## src/sv/imu_pfp_pkg.sv

```systemverilog
package imu_pfp_pkg;

	// framing constants
	localparam logic [7:0] HEADER_BYTE      = 8'h55;
	localparam int         PACKET_BYTES     = 11;
	localparam int         PACKETS_PER_GROUP_DEF = 4;
	localparam int         POS_W            = 4;
	localparam int         PKT_W            = 2;
	localparam int         PAYLOAD_BYTES    = 6;
	localparam int         PAYLOAD_IDX_W    = 3;

	// register file
	localparam int         CFG_IDX_W        = 2;
	localparam int         CFG_DATA_W       = 8;
	localparam logic [CFG_IDX_W-1:0] CFG_ACCEL_CODE = 2'd0;
	localparam logic [CFG_IDX_W-1:0] CFG_RATE_CODE  = 2'd1;
	localparam logic [CFG_IDX_W-1:0] CFG_ANGLE_CODE = 2'd2;
	localparam logic [7:0] ACCEL_CODE_RST   = 8'h51;
	localparam logic [7:0] RATE_CODE_RST    = 8'h52;
	localparam logic [7:0] ANGLE_CODE_RST   = 8'h53;

	// packet kinds
	typedef logic [1:0] kind_t;
	localparam kind_t KIND_ACCEL   = 2'd0;
	localparam kind_t KIND_RATE    = 2'd1;
	localparam kind_t KIND_ANGLE   = 2'd2;
	localparam kind_t KIND_UNKNOWN = 2'd3;

endpackage

```

## src/sv/imu_pfp_if.sv

```systemverilog
// byte channel into the parser
interface imu_pfp_byte_if;
	logic       valid;
	logic       ready;
	logic [7:0] rx_byte;

	modport source (output valid, output rx_byte, input ready);
	modport sink   (input valid, input rx_byte, output ready);
endinterface

// decoded packet channel out of the parser
interface imu_pfp_pkt_if;
	import imu_pfp_pkg::*;
	logic               valid;
	logic               ready;
	kind_t              packet_kind;
	logic               sum_ok;
	logic signed [15:0] axis_x;
	logic signed [15:0] axis_y;
	logic signed [15:0] axis_z;
	logic               group_end;

	modport source (output valid, output packet_kind, output sum_ok, output axis_x,
		output axis_y, output axis_z, output group_end, input ready);
	modport sink   (input valid, input packet_kind, input sum_ok, input axis_x,
		input axis_y, input axis_z, input group_end, output ready);
endinterface

```

## src/sv/imu_packet_frame_parser.sv

```systemverilog
// A checksum byte passes from the input register into the result register.
// Throughput: one byte per cycle; a stalled result holds the input register,
// which takes a new byte as soon as that register moves into the result slot.
// Reset (arst_n low, asynchronous): hunting for the header, counters and sum
// cleared, type codes at 0x51/0x52/0x53, both channels empty.
module imu_packet_frame_parser #(
	parameter int PACKETS_PER_GROUP = imu_pfp_pkg::PACKETS_PER_GROUP_DEF
) (
	input  logic                                clk,
	input  logic                                arst_n,
	input  logic                                cfg_we,
	input  logic [imu_pfp_pkg::CFG_IDX_W-1:0]   cfg_index,
	input  logic [imu_pfp_pkg::CFG_DATA_W-1:0]  cfg_data,
	imu_pfp_byte_if.sink                        rx,
	imu_pfp_pkt_if.source                       res
);
	import imu_pfp_pkg::*;

	localparam logic [PKT_W-1:0] LAST_PKT = PKT_W'(PACKETS_PER_GROUP - 1);
	localparam logic [POS_W-1:0] LAST_POS = POS_W'(PACKET_BYTES - 1);

	// configuration
	logic [7:0] accel_code_q, rate_code_q, angle_code_q;

	// input register
	logic       valid_s1;
	logic [7:0] byte_s1;

	// framing state
	logic             hunting_q;
	logic [POS_W-1:0] byte_pos_q;
	logic [PKT_W-1:0] pkt_pos_q;
	logic [7:0]       sum_q;
	logic [7:0]       type_q;
	logic [7:0]       payload_q [PAYLOAD_BYTES];

	// result register
	logic               out_valid_q;
	kind_t              kind_q;
	logic               sum_ok_q;
	logic signed [15:0] axis_x_q, axis_y_q, axis_z_q;
	logic               group_end_q;

	logic  out_free, proc, emit, last_byte, last_pkt;
	kind_t kind;
	logic [PAYLOAD_IDX_W-1:0] pay_idx;

	assign out_free  = !out_valid_q || res.ready;
	assign proc      = valid_s1 && out_free;
	assign rx.ready  = !valid_s1 || out_free;
	assign last_byte = (byte_pos_q == LAST_POS);
	assign last_pkt  = (pkt_pos_q == LAST_PKT);
	assign emit      = proc && !hunting_q && last_byte;
	assign pay_idx   = PAYLOAD_IDX_W'(byte_pos_q - POS_W'(2));

	// type classification, first matching code wins
	always_comb begin
		priority if (type_q == accel_code_q) kind = KIND_ACCEL;
		else if (type_q == rate_code_q)      kind = KIND_RATE;
		else if (type_q == angle_code_q)     kind = KIND_ANGLE;
		else                                 kind = KIND_UNKNOWN;
	end

	// configuration writes; unused index is ignored
	always_ff @(posedge clk or negedge arst_n) begin
		if (!arst_n) begin
			accel_code_q <= ACCEL_CODE_RST;
			rate_code_q  <= RATE_CODE_RST;
			angle_code_q <= ANGLE_CODE_RST;
		end else if (cfg_we) begin
			unique case (cfg_index)
				CFG_ACCEL_CODE: accel_code_q <= cfg_data;
				CFG_RATE_CODE:  rate_code_q  <= cfg_data;
				CFG_ANGLE_CODE: angle_code_q <= cfg_data;
				default: ;
			endcase
		end
	end

	// input register
	always_ff @(posedge clk or negedge arst_n) begin
		if (!arst_n) begin
			valid_s1 <= 1'b0;
		end else if (rx.ready) begin
			valid_s1 <= rx.valid;
		end
	end

	always_ff @(posedge clk) begin
		if (rx.ready && rx.valid) begin
			byte_s1 <= rx.rx_byte;
		end
	end

	// framing counters and running sum
	always_ff @(posedge clk or negedge arst_n) begin
		if (!arst_n) begin
			hunting_q  <= 1'b1;
			byte_pos_q <= '0;
			pkt_pos_q  <= '0;
			sum_q      <= '0;
		end else if (proc) begin
			if (hunting_q) begin
				if (byte_s1 == HEADER_BYTE) begin
					hunting_q  <= 1'b0;
					pkt_pos_q  <= '0;
					byte_pos_q <= POS_W'(1);
					sum_q      <= byte_s1;
				end
			end else if (!last_byte) begin
				sum_q      <= sum_q + byte_s1;
				byte_pos_q <= byte_pos_q + POS_W'(1);
			end else begin
				sum_q      <= '0;
				byte_pos_q <= '0;
				if (last_pkt) begin
					hunting_q <= 1'b1;
					pkt_pos_q <= '0;
				end else begin
					pkt_pos_q <= pkt_pos_q + PKT_W'(1);
				end
			end
		end
	end

	// type and payload capture
	always_ff @(posedge clk) begin
		if (proc && !hunting_q) begin
			if (byte_pos_q == POS_W'(1)) begin
				type_q <= byte_s1;
			end else if (byte_pos_q >= POS_W'(2) && byte_pos_q <= POS_W'(7)) begin
				payload_q[pay_idx] <= byte_s1;
			end
		end
	end

	// result register
	always_ff @(posedge clk or negedge arst_n) begin
		if (!arst_n) begin
			out_valid_q <= 1'b0;
		end else if (emit) begin
			out_valid_q <= 1'b1;
		end else if (res.ready) begin
			out_valid_q <= 1'b0;
		end
	end

	always_ff @(posedge clk) begin
		if (emit) begin
			kind_q      <= kind;
			sum_ok_q    <= (sum_q == byte_s1);
			axis_x_q    <= {payload_q[1], payload_q[0]};
			axis_y_q    <= {payload_q[3], payload_q[2]};
			axis_z_q    <= {payload_q[5], payload_q[4]};
			group_end_q <= last_pkt;
		end
	end

	assign res.valid       = out_valid_q;
	assign res.packet_kind = kind_q;
	assign res.sum_ok      = sum_ok_q;
	assign res.axis_x      = axis_x_q;
	assign res.axis_y      = axis_y_q;
	assign res.axis_z      = axis_z_q;
	assign res.group_end   = group_end_q;

`ifndef SYNTH
	// hunting only ever happens at the start of a packet and group
	a_hunt_pos: assert property (@(posedge clk) disable iff (!arst_n)
		hunting_q |-> (byte_pos_q == '0 && pkt_pos_q == '0))
		else $error("hunting with nonzero position");

	// byte position never reaches the packet length
	a_pos_range: assert property (@(posedge clk) disable iff (!arst_n)
		byte_pos_q <= LAST_POS)
		else $error("byte position out of range");

	// a checksum byte always lands in the result slot
	a_emit_load: assert property (@(posedge clk) disable iff (!arst_n)
		emit |=> out_valid_q)
		else $error("result lost on checksum byte");

	// a new result only appears from a byte in the input register
	a_res_src: assert property (@(posedge clk) disable iff (!arst_n)
		$rose(out_valid_q) |-> $past(valid_s1 && !hunting_q))
		else $error("result without a source byte");
`endif

endmodule

```

## src/flat_wrapper.sv

```systemverilog
// flat-port wrapper written by rule: the top's interface ports become plain ports
module imu_packet_frame_parser_flat import imu_pfp_pkg::*;
#(
	parameter int PACKETS_PER_GROUP = imu_pfp_pkg::PACKETS_PER_GROUP_DEF
)
  (clk, arst_n, cfg_we, cfg_index, cfg_data, rx_valid, rx_rx_byte, rx_ready, res_valid, res_packet_kind, res_sum_ok, res_axis_x, res_axis_y, res_axis_z, res_group_end, res_ready);
  imu_pfp_byte_if rx_i ();
  imu_pfp_pkt_if res_i ();
  input  logic clk;
  input  logic arst_n;
  input  logic cfg_we;
  input  logic [imu_pfp_pkg::CFG_IDX_W-1:0] cfg_index;
  input  logic [imu_pfp_pkg::CFG_DATA_W-1:0] cfg_data;
  input wire logic [$bits(rx_i.valid)-1:0] rx_valid;
  input wire logic [$bits(rx_i.rx_byte)-1:0] rx_rx_byte;
  output wire logic [$bits(rx_i.ready)-1:0] rx_ready;
  output wire logic [$bits(res_i.valid)-1:0] res_valid;
  output wire logic [$bits(res_i.packet_kind)-1:0] res_packet_kind;
  output wire logic [$bits(res_i.sum_ok)-1:0] res_sum_ok;
  output wire logic [$bits(res_i.axis_x)-1:0] res_axis_x;
  output wire logic [$bits(res_i.axis_y)-1:0] res_axis_y;
  output wire logic [$bits(res_i.axis_z)-1:0] res_axis_z;
  output wire logic [$bits(res_i.group_end)-1:0] res_group_end;
  input wire logic [$bits(res_i.ready)-1:0] res_ready;
  assign rx_i.valid = rx_valid;
  assign rx_i.rx_byte = rx_rx_byte;
  assign rx_ready = rx_i.ready;
  assign res_valid = res_i.valid;
  assign res_packet_kind = res_i.packet_kind;
  assign res_sum_ok = res_i.sum_ok;
  assign res_axis_x = res_i.axis_x;
  assign res_axis_y = res_i.axis_y;
  assign res_axis_z = res_i.axis_z;
  assign res_group_end = res_i.group_end;
  assign res_i.ready = res_ready;
  imu_packet_frame_parser #(.PACKETS_PER_GROUP(PACKETS_PER_GROUP)) u_core (.clk(clk), .arst_n(arst_n), .cfg_we(cfg_we), .cfg_index(cfg_index), .cfg_data(cfg_data), .rx(rx_i), .res(res_i));
endmodule
```

## config.mk

```make
export PLATFORM = sky130hd
export DESIGN_NAME = imu_packet_frame_parser_flat
export DESIGN_NICKNAME = d
export VERILOG_FILES = /design/src/sv/imu_pfp_pkg.sv /design/src/sv/imu_pfp_if.sv /design/src/sv/imu_packet_frame_parser.sv /design/src/flat_wrapper.sv
export SDC_FILE = /design/constraint.sdc
export NUM_CORES = 1
export LEC_CHECK = 0
export ABC_AREA = 1
export BUFFER_PORTS_ARGS = -buffer_cell sky130_fd_sc_hd__buf_2
export CAP_MARGIN = 25
export CORE_MARGIN = 5
export CORE_UTILIZATION = 51
export DETAILED_ROUTE_END_ITERATION = 10
export GPL_TIMING_DRIVEN = 0
export PLACE_DENSITY = 0.86
export SKIP_LAST_GASP = 1
export SYNTH_ARGS = -nofsm -noshare
export SYNTH_HDL_FRONTEND = slang
export SYNTH_SLANG_ARGS = --single-unit
```

## constraint.sdc

```tcl
create_clock -name clk -period 2.4 [get_ports clk]
set_input_delay 0.12 -clock clk [delete_from_list [all_inputs] [get_ports clk]]
set_output_delay 0.12 -clock clk [all_outputs]
set_load 0.05 [all_outputs]
```

==> results of run 1 <==
==> registers in the layout, summed over array words and instances (netlist names), 4 cells and up <==
| signal | count |
|---|---|
| res_axis_x | 16 |
| u_core.accel_code_q | 8 |
| u_core.payload_q | 48 |
| res_axis_y | 16 |
| u_core.byte_pos_q | 4 |
| u_core.byte_s1 | 8 |
| u_core.rate_code_q | 8 |
| res_axis_z | 16 |
| u_core.sum_q | 8 |
| u_core.angle_code_q | 8 |
| u_core.type_q | 8 |
==> power by group through the flow <==
stage / Sequential [mW] / Clock [mW] / Combinational, mW
final: 3.53 / 2.68 / 1.39
after floorplan: 3.61 / 0 / 0.919
after global routing: 3.56 / 2.85 / 1.55
after CTS: 3.53 / 2.70 / 1.36
after detailed placement: 3.57 / 0 / 1.30
after global placement: 3.55 / 0 / 1.22
==> cells by family (layout without fill, tap and decap cells) <==
logic type,after synthesis,in the layout
adders and majority gates,9,9
DFF,157,157
xor gates and xnor gates,21,21
buffers and inverters,53,184
AOI/OAI and AO/OA,52,52
and+or+nand+nor,140,141
==> critical path: cells and delay by family, from the launching register on <==
family | cells | cell delay [ps]
buffers and inverters | 3 | 590
DFF | 1 | 440
and+or+nand+nor | 3 | 810
==> layout make-up <==
cell class,instances,area (sq um),share of cell area
sequential,157,4523,0.6146
inverter,49,183.9,0.02499
multi-input combinational,223,1236,0.1680
buffer,4,22.52,0.003060
clock buffer,17,425.4,0.05780
clock inverter,15,171.4,0.02329
timing repair buffer,99,618.1,0.08399
tap,143,178.9,0.02431
==> layer usage <==
layer	GRT usage	vias to the layer above
met5	0	-
met4	0.08315	0
met3	0.05863	33
met2	0.2942	183
met1	0.2212	1772
li1	-	1734
==> through the flow <==
step | TNS, ps | power [mW]
floorplan | 0 | 4.525
global placement | -22.00 | 4.777
detailed placement | 0 | 4.868
CTS | 0 | 7.592
global route | 0 | 7.963
finish | 0 | 7.603
==> final timing paths <==
kind                                          end  slack, ps
setup / recovery                    res_axis_x[3]        250
hold / removal             u_core.angle_code_q[0]        140
setup reg to reg                    res_axis_x[3]        250
hold reg to reg                     res_axis_x[1]        410
max in group asynchronous         u_core.sum_q[6]       1450
min in group asynchronous   u_core.rate_code_q[2]        370
==> synthesized netlist by cell type, drive strengths merged <==
| library cell | count |
|---|---|
| a21boi | 1 |
| a21oi | 13 |
| a22o | 1 |
| a31oi | 1 |
| buf | 1 |
| clkbuf | 3 |
| dfrtp | 30 |
| dfstp | 11 |
| edfxtp | 116 |
| fa | 1 |
| ha | 8 |
| inv | 49 |
| nand2 | 81 |
| nand3 | 15 |
| nand4 | 8 |
| nor2 | 24 |
| nor3 | 6 |
| nor4 | 2 |
| o21a | 2 |
| o21ai | 34 |
| or2 | 4 |
| xnor2 | 17 |
| xor2 | 4 |
==> repair_timing <==
item                                    in CTS  in global routing
endpoints found under the hold margin       62                  0
resized for setup                            1                  0
cloned                                       0                  1
hold buffers                                19                  0
pin swaps                                    0                  1
endpoints found under the setup margin       8                 26
==> out/qor.yml, run 1 <==
status:
  status: "completed"
yosys:
  yosysTopAreaCellShare: 0.5855
  synthXorXnorAreaFrac: 0.03091
  synth_mux_area_frac: 0
  yosysSeqAreaShare: 0.7603
  synth-seq-cells: 157
  syn_area_sq_mm: 0.005949
  synth_top_cell_by_area: "edfxtp_1"
  synthAdderAreaFrac: 0.02019
  yosys.area_share.simple: 0.1056
  ys_types: 32
  avgSynthCellArea_sq_um: 13.77
  mappedNetlistNets: 464
  synth_top_family_by_area: "simple AND/OR/NAND/NOR gates"
  synth_compound_area_frac: 0.04837
  synthTopCellsByArea: "edfxtp_1 59%, dfrtp_1 13%, dfstp_2 4.9%"
  syn-instance-count: 432
  yosysWarningCount: 0
timing:
  hold_viol_final: 0
  max_freq_mhz: 465.5
  skew_ps: 9.365
  setup_viol: 0
  slew_headroom: 0.3849
  finalCritPeriodShare: 0.8951
  rsz0062_at_grt: "no"
  whs_ps: 135.5
  worst_pin_slew_ps: 922.6
  layout_setup_ws_ps: 251.7
  drv_slew: 0
  timing.final.crit_period_ps: 2148
setup_path:
  slowest_delay_ps: 520
  worstSetupEndpointType: "flop"
  r2r-start: "u_core.byte_pos_q[0]"
  path_class: "reg2reg"
  crit_path_top_delay_cell: "nor2_4"
  cp-start-kind: "flop"
  cp_cell_sequence: "inv_2, nand2_4, nor3_4, inv_1, nor2_4, buf_16"
  reg2reg_depth: 6
  cp.arrival_ps: 2280
  required_ps: 2530
  crit_fanout: 26
  worst_setup_path_startpoint: "u_core.byte_pos_q[0]"
floorplan:
  die_area_sq_mm: 0.01393
  boundaryPins: 77
  die_h_microns: 118.0
  initial_core_util: 0.5210
  coreArea_sq_mm: 0.01142
  die_x_microns: 118.0
  rows: 39
place:
  port_buffers: 76
  placed_area_sq_mm: 0.006541
  place_congestion: 0.8459
  pre_cts_ws_ps: 54.78
  dp_hpwl_microns: 7556
  dp_cells: 652
finish:
  finalInstanceArea_sq_mm: 0.007360
  mostFrequentLayoutCells: "116 x edfxtp_1, 77 x nand2_1, 77 x buf_2"
  final_common_cell: "edfxtp_1"
  fin_nets: 583
  fin_cells: 707
  drive_gt1_frac: 0.2535
  fillers: 777
  num_antenna_cells: 0
  area_growth_pct: 23.70
  finish.utilization: 0.6445
clock_tree:
  numCtsBuffers: 17
  clock_path_buffers: 2
  clock_sinks: 157
  cts_tree: "yes"
  ctsHtreeMaxLevel: 4
  clk_latency_ps: 430
  cts_setup_buffers: 0
  cts_root_buf: "clkbuf_16"
  cts.clk_slew.worst_paths_ps: 70
power_and_ir_drop:
  seqPwrFrac: 0.465
  irDropWorstVdd_v: 0.0009143
  pwr-share-comb: 0.182
  p_clk_frac: 0.353
  leakagePower_nw: 2.980
  powerDensity_mw_per_mm2: 1033
  p_switching_mw: 2.322
  p_int_mw: 5.281
  p_sw_frac: 0.3054
global_routing:
  grt_pass1_wl_microns: 19380
  antenna_found_initial: 0
  grt_max_degree: 42
  track_usage: 0.1813
  grt_pass1_vias: 3673
  grt_overflow: 0
drt:
  dr.first_iter.drc_count: 385
  antenna_left: 0
  met1Wirelength_microns: 4816
  routed-wl-met2_microns: 6149
  drc_errors: 0
  dr.pass1.iters: 5
  maxUsedRoutingLayer: "met4"
  routed-wl-met3_microns: 984
  wire_per_inst_microns: 17.38
  num_vias: 3722
  drt_wl_total_microns: 12290
  vias_per_cell: 5.264
worst_hold_path:
  hold_start: "cfg_we"
  hold_path_depth: 4
  min_path_type: "in2reg"
flow_run:
  maxCapViolCount: 0
No activity file was read; power rests on OpenSTA's default activity.
==> run 2, diff against run 1 <==
--- a/config.mk
+++ b/config.mk
@@ -5,9 +5,8 @@
 export SDC_FILE = /design/constraint.sdc
 export NUM_CORES = 1
 export LEC_CHECK = 0
-export ABC_AREA = 1
 export BUFFER_PORTS_ARGS = -buffer_cell sky130_fd_sc_hd__buf_2
-export CAP_MARGIN = 25
+export CAP_MARGIN = 20
 export CORE_MARGIN = 5
 export CORE_UTILIZATION = 51
 export DETAILED_ROUTE_END_ITERATION = 10
==> constraint.sdc (replaced) <==
create_clock -name clk -period 2.4 [get_ports clk]
set_input_delay 0.12 -clock clk [delete_from_list [all_inputs] [get_ports clk]]
set_output_delay 0.12 -clock clk [all_outputs]
set_load 0.005 [all_outputs]
==> run 2 against run 1 <==
Register-to-register slack worse by 140 ps. Clock skew down 1.9 ps. Die area fell by 0.94%. Wire length decreased by 3.4%. First-iteration DRC count down 14%. Cell count fell by 13%. Flip-flop and latch count unchanged. Sequential share of layout area up 0.12 points. Maximum frequency shrank 6.3%. Combinational power increased by 4%. Clock power fell by 3%.
==> out/qor.yml, run 2 <==
finish:
  fin_nets: 494  # -15%
  fillers: 743  # -4.4%
  final-seq-area_sq_mm: 0.004523  # unchanged
  largest_reg_flops: 48  # unchanged
  area_growth_pct: 24.76
  finish.utilization: 0.6461  # +0.001556
  num_antenna_cells: 0  # unchanged
  regMostFlops: "u_core.payload_q"
  drive_gt1_frac: 0.3495  # +0.09593
  multi_input_comb_area_sq_mm: 0.001351  # +9.3%
  final_common_cell: "edfxtp_1"
  mostFrequentLayoutCells: "116 x edfxtp_1, 79 x buf_2, 30 x dfrtp_1"
setup_path:
  path_class: "reg2reg"
  worstSetupEndpointType: "flop"
  r2r-start: "u_core.hunting_q"
  cp-endpoint: "u_core.type_q[2]"
  cp-start-kind: "flop"
  reg2reg_depth: 5  # -1
  reg2reg_slack_ps: 110  # -140 ps
  cp.arrival_ps: 2420  # +140 ps
  required_ps: 2520  # about the same
  worst_setup_path_startpoint: "u_core.hunting_q"
  crit_fanout: 10  # -62%
  worstReg2RegEnd: "u_core.type_q[2]"
timing:
  slew_headroom: 0.3913  # +0.006347
  hold_viol_final: 0  # unchanged
  max_freq_mhz: 436.1  # -6.3%
  timing.final.crit_period_ps: 2293  # +144.8 ps
  worst_pin_slew_ps: 913.1  # -9.521 ps
  setup_viol: 0  # unchanged
  finalCritPeriodShare: 0.9554  # +0.06032
  finalSetupTns_ps: 0  # unchanged
  drv_slew: 0  # unchanged
  skew_ps: 7.445  # -1.921 ps
  whs_ps: 139.5  # +4.067 ps
  rsz0062_at_grt: "no"
power_and_ir_drop:
  pwr-share-comb: 0.188  # +0.006
  powerDensity_mw_per_mm2: 1050  # +1.6%
  p_clk_frac: 0.336  # -0.017
  p_switching_mw: 2.157  # -7.1%
  seqPwrFrac: 0.476  # +0.011
  p_int_mw: 5.556  # +5.2%
  p_sw_frac: 0.2797  # -0.02572
  irDropWorstVdd_v: 0.0005406  # -41%
  leakagePower_nw: 2.763  # -7.3%
  power_mw: 7.713  # +1.5%
worst_hold_path:
  min_path_type: "in2reg"
yosys:
  yosysWarningCount: 0  # unchanged
  synthTopCellsByCount: "116 x edfxtp_1, 30 x dfrtp_1, 24 x mux2_2"
  synth_edf_count: 116  # unchanged
  mappedNetlistNets: 369  # -20%
  synth_flop_cell: "edfxtp_1"
  synth-seq-cells: 157  # unchanged
  synthTopCellsByArea: "edfxtp_1 59%, dfrtp_1 13%, dfstp_2 4.9%"
  yosysSeqAreaShare: 0.7682  # +0.007916
  syn-instance-count: 337  # -22%
  yosysTopAreaCellShare: 0.5916  # +0.006096
  syn_area_sq_mm: 0.005888  # -1.0%
  yosysMostFrequentCell: "edfxtp_1"
  avgSynthCellArea_sq_um: 17.47  # +27%
  ys_types: 46  # +44%
  synthArstFlopShare: 0.2611  # unchanged
  synth_top_cell_by_area: "edfxtp_1"
clock_tree:
  clock_sinks: 157  # unchanged
  cts_tree: "yes"
  cts.clk_slew.worst_paths_ps: 60  # about the same
  clock_path_buffers: 2  # unchanged
  numCtsBuffers: 17  # unchanged
  clk_latency_ps: 420  # about the same
  cts_root_buf: "clkbuf_16"
  ctsHtreeMaxLevel: 4  # unchanged
floorplan:
  die_h_microns: 117.5  # -0.47%
  boundaryPins: 77  # unchanged
  initial_core_util: 0.5179  # -0.003156
  rows: 39  # unchanged
  die_x_microns: 117.5  # -0.47%
  coreArea_sq_mm: 0.01137  # -0.43%
  die_area_sq_mm: 0.01379  # -0.94%
place:
  place_congestion: 0.8671  # +2.5%
  port_buffers: 76  # unchanged
  dp_hpwl_microns: 7363  # -2.6%
drt:
  dr.pass1.iters: 6  # +1
  vias_per_cell: 5.518  # +4.8%
  dr.first_iter.drc_count: 332  # -14%
  antenna_left: 0  # unchanged
  wire_per_inst_microns: 19.21  # +10%
  drt_wl_total_microns: 11870  # -3.4%
  drc_errors: 0  # unchanged
  num_vias: 3410  # -8.4%
status:
  status: "completed"
global_routing:
  track_usage: 0.1745  # -0.006855
  antenna_found_initial: 0  # unchanged
  grt_pass1_wl_microns: 18700  # -3.5%
  grt_pass1_vias: 3552  # -3.3%
  grt_max_degree: 42  # unchanged
  grt_overflow: 0  # unchanged
flow_run:
  maxCapViolCount: 0  # unchanged
run 2: cell count changes after synthesis, sizes merged, moves of 5 or more:
cell,change
inv,-43
mux2,+25
nand2,-69
nand2b,+7
nand3,-13
nand4,-5
nor4,+7
o21ai,-24
xnor2,-8
xor2,+14
run 2: stage by stage:
step	cells	area (sq um)	worst slack, ps
after global routing	618	7346	59.62
final	618	7346	107.0
after global placement	556	6455	-330.7
after detailed placement	560	6495	-271.2
after floorplan	337	5896	109.7
after CTS	611	7277	-45.24
run 2: per-layer routing:
layer,track usage,share of wire,wire (microns)
met5,0,0,0
met4,0.09462,0.033,390
met3,0.04709,0.071,844
met2,0.2889,0.51,6108
met1,0.2075,0.38,4527
run 2: timing repair:
item	4_1_cts	5_1_grt
endpoints found under the setup margin	19	50
gates resized for setup	3	4
pin swaps	0	1
endpoints found under the hold margin	63	0
hold buffers	19	0
setup buffers	0	7
run 2: logic make-up after synthesis:
group	synth area share
buf+inv	0.009135
simple gates	0.06757
flops	0.7682
compound gates	0.04611
xor+xnor	0.04016
fa+ha+maj	0.02040
mux	0.04845
run 2: worst min path at each step:
stage	startpoint	endpoint	slack, ps	depth (start not counted)
detailed placement	arst_n	u_core.rate_code_q[2]	300	1
finish	res_ready	u_core.res.valid	140	3
floorplan	arst_n	u_core.accel_code_q[1]	-180	0
global placement	arst_n	u_core.angle_code_q[2]	290	1
global route	res_ready	u_core.res.valid	170	3
CTS	res_ready	u_core.res.valid	120	3
run 2: power by group through the flow:
stage	Clock, mW	Sequential (mW)	Combinational, mW
after floorplan	0	3.63	0.947
after global placement	0	3.68	1.21
after detailed placement	0	3.70	1.31
after CTS	2.60	3.66	1.39
after global routing	2.73	3.71	1.57
final	2.59	3.67	1.45
run 2: critical path, stage by stage (launching register included):
cell	delay (ps)
dfstp_2	370
buf_2	160
nand3b_1	340
clkbuf_2	350
nor4_4	440
clkdlybuf4s18_2	330
run 2: layout make-up:
cell class	instances	share of cell area
clock buffer	19	0.05893
sequential	157	0.6157
clock inverter	13	0.01925
timing repair buffer	106	0.09027
buffer	4	0.004429
tap	143	0.02436
inverter	6	0.003066
multi-input combinational	170	0.1840
==> run 3, diff against run 2 <==
--- a/config.mk
+++ b/config.mk
@@ -7,11 +7,13 @@
 export LEC_CHECK = 0
 export BUFFER_PORTS_ARGS = -buffer_cell sky130_fd_sc_hd__buf_2
 export CAP_MARGIN = 20
+export CELL_PAD_IN_SITES_DETAIL_PLACEMENT = 0
+export CELL_PAD_IN_SITES_GLOBAL_PLACEMENT = 1
 export CORE_MARGIN = 5
-export CORE_UTILIZATION = 51
+export CORE_UTILIZATION = 44
 export DETAILED_ROUTE_END_ITERATION = 10
 export GPL_TIMING_DRIVEN = 0
-export PLACE_DENSITY = 0.86
+export PLACE_DENSITY = 0.87
 export SKIP_LAST_GASP = 1
 export SYNTH_ARGS = -nofsm -noshare
 export SYNTH_HDL_FRONTEND = slang
==> run 3 against run 2 <==
Cell area is 0.19% higher. Die area up 15%. Sequential power barely moved. Setup slack improved by 43 ps. Critical path type unchanged. Largest cell class unchanged.
==> out/qor.yml, run 3 (same netlist as run 2, synthesis figures left out) <==
setup_path:
  reg2reg_depth: 6  # +1
  cp-start-kind: "flop"
  cp_cell_sequence: "ha_1, o21ai_1, o211ai_1, nand2_1, xor2_1, a311o_1"
  path_depth: 6  # +1
  r2r-start: "u_core.byte_s1[2]"
  slowest_delay_ps: 650  # +210 ps
  crit_fanout: 9  # -1
  required_ps: 2690  # +170 ps
  cp.arrival_ps: 2540  # +120 ps
  worstSetupEndpointType: "flop"
  critical_path_buf_inv_count: 0  # -3
  path_class: "reg2reg"
  crit_family: "compound AO/OA/AOI/OAI gates"
  worstReg2RegEnd: "u_core.sum_q[7]"
  crit_path_top_delay_cell: "edfxtp_1"
  reg2reg_slack_ps: 150  # +40 ps
power_and_ir_drop:
  leakagePower_nw: 2.735  # -1.0%
  irDropWorstVdd_v: 0.0005312  # -1.7%
  powerDensity_mw_per_mm2: 1043  # -0.71%
floorplan:
  die_area_sq_mm: 0.01580  # +15%
  die_x_microns: 125.7  # +7.0%
  rows: 42  # +7.7%
  coreArea_sq_mm: 0.01319  # +16%
  boundaryPins: 77  # unchanged
  initial_core_util: 0.4464  # -0.07148
  die_h_microns: 125.7  # +7.0%
clock_tree:
  numCtsBuffers: 17  # unchanged
  ctsHtreeMaxLevel: 4  # unchanged
  clock_sinks: 157  # unchanged
  cts_root_buf: "clkbuf_16"
  clock_path_buffers: 2  # unchanged
  cts.clk_slew.worst_paths_ps: 60  # about the same
  clk_latency_ps: 410  # about the same
  cts_tree: "yes"
timing:
  drv_slew: 0  # unchanged
  max_freq_mhz: 444.5  # +1.9%
  rsz0062_at_grt: "no"
  finalCritPeriodShare: 0.9373  # -0.01810
  timing.final.crit_period_ps: 2250  # -43.43 ps
  skew_ps: 8.805  # +1.361 ps
  worst_pin_slew_ps: 945.8  # +32.73 ps
  slew_headroom: 0.3694  # -0.02182
  finalSetupTns_ps: 0  # unchanged
  setup_viol: 0  # unchanged
  hold_viol_final: 0  # unchanged
drt:
  dr.pass1.iters: 4  # -2
  routed-wl-met3_microns: 748  # -11%
  wire_per_inst_microns: 17.09  # -11%
  dr.first_iter.drc_count: 226  # -32%
  drt_wl_total_microns: 10990  # -7.4%
  vias_per_cell: 5.003  # -9.3%
  drc_errors: 0  # unchanged
  met1Wirelength_microns: 4658  # +2.9%
  num_vias: 3217  # -5.7%
  maxUsedRoutingLayer: "met4"
  antenna_left: 0  # unchanged
  routed-wl-met2_microns: 5370  # -12%
global_routing:
  grt_pass1_wl_microns: 17950  # -4.0%
  grt_overflow: 0  # unchanged
  track_usage: 0.1476  # -0.02692
  antenna_found_initial: 0  # unchanged
  grt_max_degree: 42  # unchanged
  grt_pass1_vias: 3430  # -3.4%
place:
  port_buffers: 76  # unchanged
  dp_hpwl_microns: 7186  # -2.4%
  place_congestion: 0.8004  # -7.7%
status:
  status: "completed"
finish:
  largest_reg_flops: 48  # unchanged
  drive_gt1_frac: 0.3469  # -0.002579
  area_growth_pct: 24.99
  fin_nets: 487  # -1.4%
  multi_input_comb_area_sq_mm: 0.001360  # +0.65%
  final_common_cell: "edfxtp_1"
  mostFrequentLayoutCells: "116 x edfxtp_1, 78 x buf_2, 30 x dfrtp_1"
  finish.utilization: 0.5580  # -0.08813
  regMostFlops: "u_core.payload_q"
  final-seq-area_sq_mm: 0.004523  # unchanged
  num_antenna_cells: 0  # unchanged
  fillers: 1008  # +36%
worst_hold_path:
  min_path_type: "in2reg"
  hold_path_depth: 3  # unchanged
  hold_start: "res_ready"
  min_to: "u_core.valid_s1"
flow_run:
  maxCapViolCount: 0  # unchanged
-- run 3: cell count changes in the layout (fill, tap and decap cells not counted), sizes merged --
| cell | delta |
|---|---|
| bufinv | +1 |
| clkbuf | -1 |
| buf | -5 |
| clkinv | -3 |
| clkdlybuf4s18 | -1 |
| clkinvlp | +2 |
| dlygate4sd3 | -1 |
-- run 3: area by class of cell --
type                            instances  share of cell area
Clock inverter                         13             0.02227
Tap cell                              176             0.02992
Multi-Input combinational cell        170              0.1848
Timing Repair Buffer                   99             0.08262
Inverter                                6            0.003060
Clock buffer                           18             0.05831
Buffer                                  4            0.004420
Sequential cell                       157              0.6146
-- run 3: metal layers --
metal / up-vias / track usage
met5: - / 0
met4: 0 / 0.05166
met3: 17 / 0.04445
met2: 104 / 0.2363
met1: 1575 / 0.1931
li1: 1521 / -
-- run 3: through the flow --
step | hold WS, ps | power [mW] | setup WS [ps] | instances | area, sq um
4_1_cts | 6.221 | 7.713 | -31.84 | 642 | 7342
6_report | 18.76 | 7.673 | 150.4 | 643 | 7360
3_3_place_gp | 303.4 | 4.917 | -623.3 | 589 | 6496
3_5_place_dp | 298.2 | 5.003 | -96.53 | 592 | 6541
2_1_floorplan | -175.6 | 4.575 | 109.7 | 337 | 5896
5_1_grt | 30.94 | 8.060 | 3.867 | 643 | 7360
-- run 3: worst max path at each step --
stage / slack (ps) / from / endpoint
detailed placement: -100 / u_core.hunting_q / u_core.payload_q[1][2]
CTS: -30 / u_core.res.valid / u_core.type_q[7]
global route: 4 / u_core.byte_s1[2] / u_core.sum_q[7]
floorplan: 110 / u_core.hunting_q / u_core.payload_q[0][0]
global placement: -620 / u_core.res.valid / u_core.type_q[2]
finish: 150 / u_core.byte_s1[2] / u_core.sum_q[7]
-- run 3: worst register-to-register path: stages (launching register included) --
cell and delay, ps:
edfxtp_1 650, ha_1 480, o21ai_1 110, o211ai_1 260, nand2_1 110, xor2_1 150
a311o_1 370
-- run 3: repair_timing --
item | in CTS | in global routing
pin swaps | 0 | 1
cloned | 0 | 0
resized for setup | 3 | 3
endpoints found under the hold margin | 62 | 0
setup buffers | 1 | 1
hold buffers | 18 | 0
setup endpoints to repair | 22 | 54
-- run 3: report_power, final --
| part | switching (mW) | internal (mW) | leakage, nW |
|---|---|---|---|
| sequential | 0.285 | 3.38 | 1.52 |
| combinational | 0.741 | 0.622 | 0.936 |
| clock | 1.01 | 1.63 | 0.277 |
| total | 2.03 | 5.64 | 2.73 |
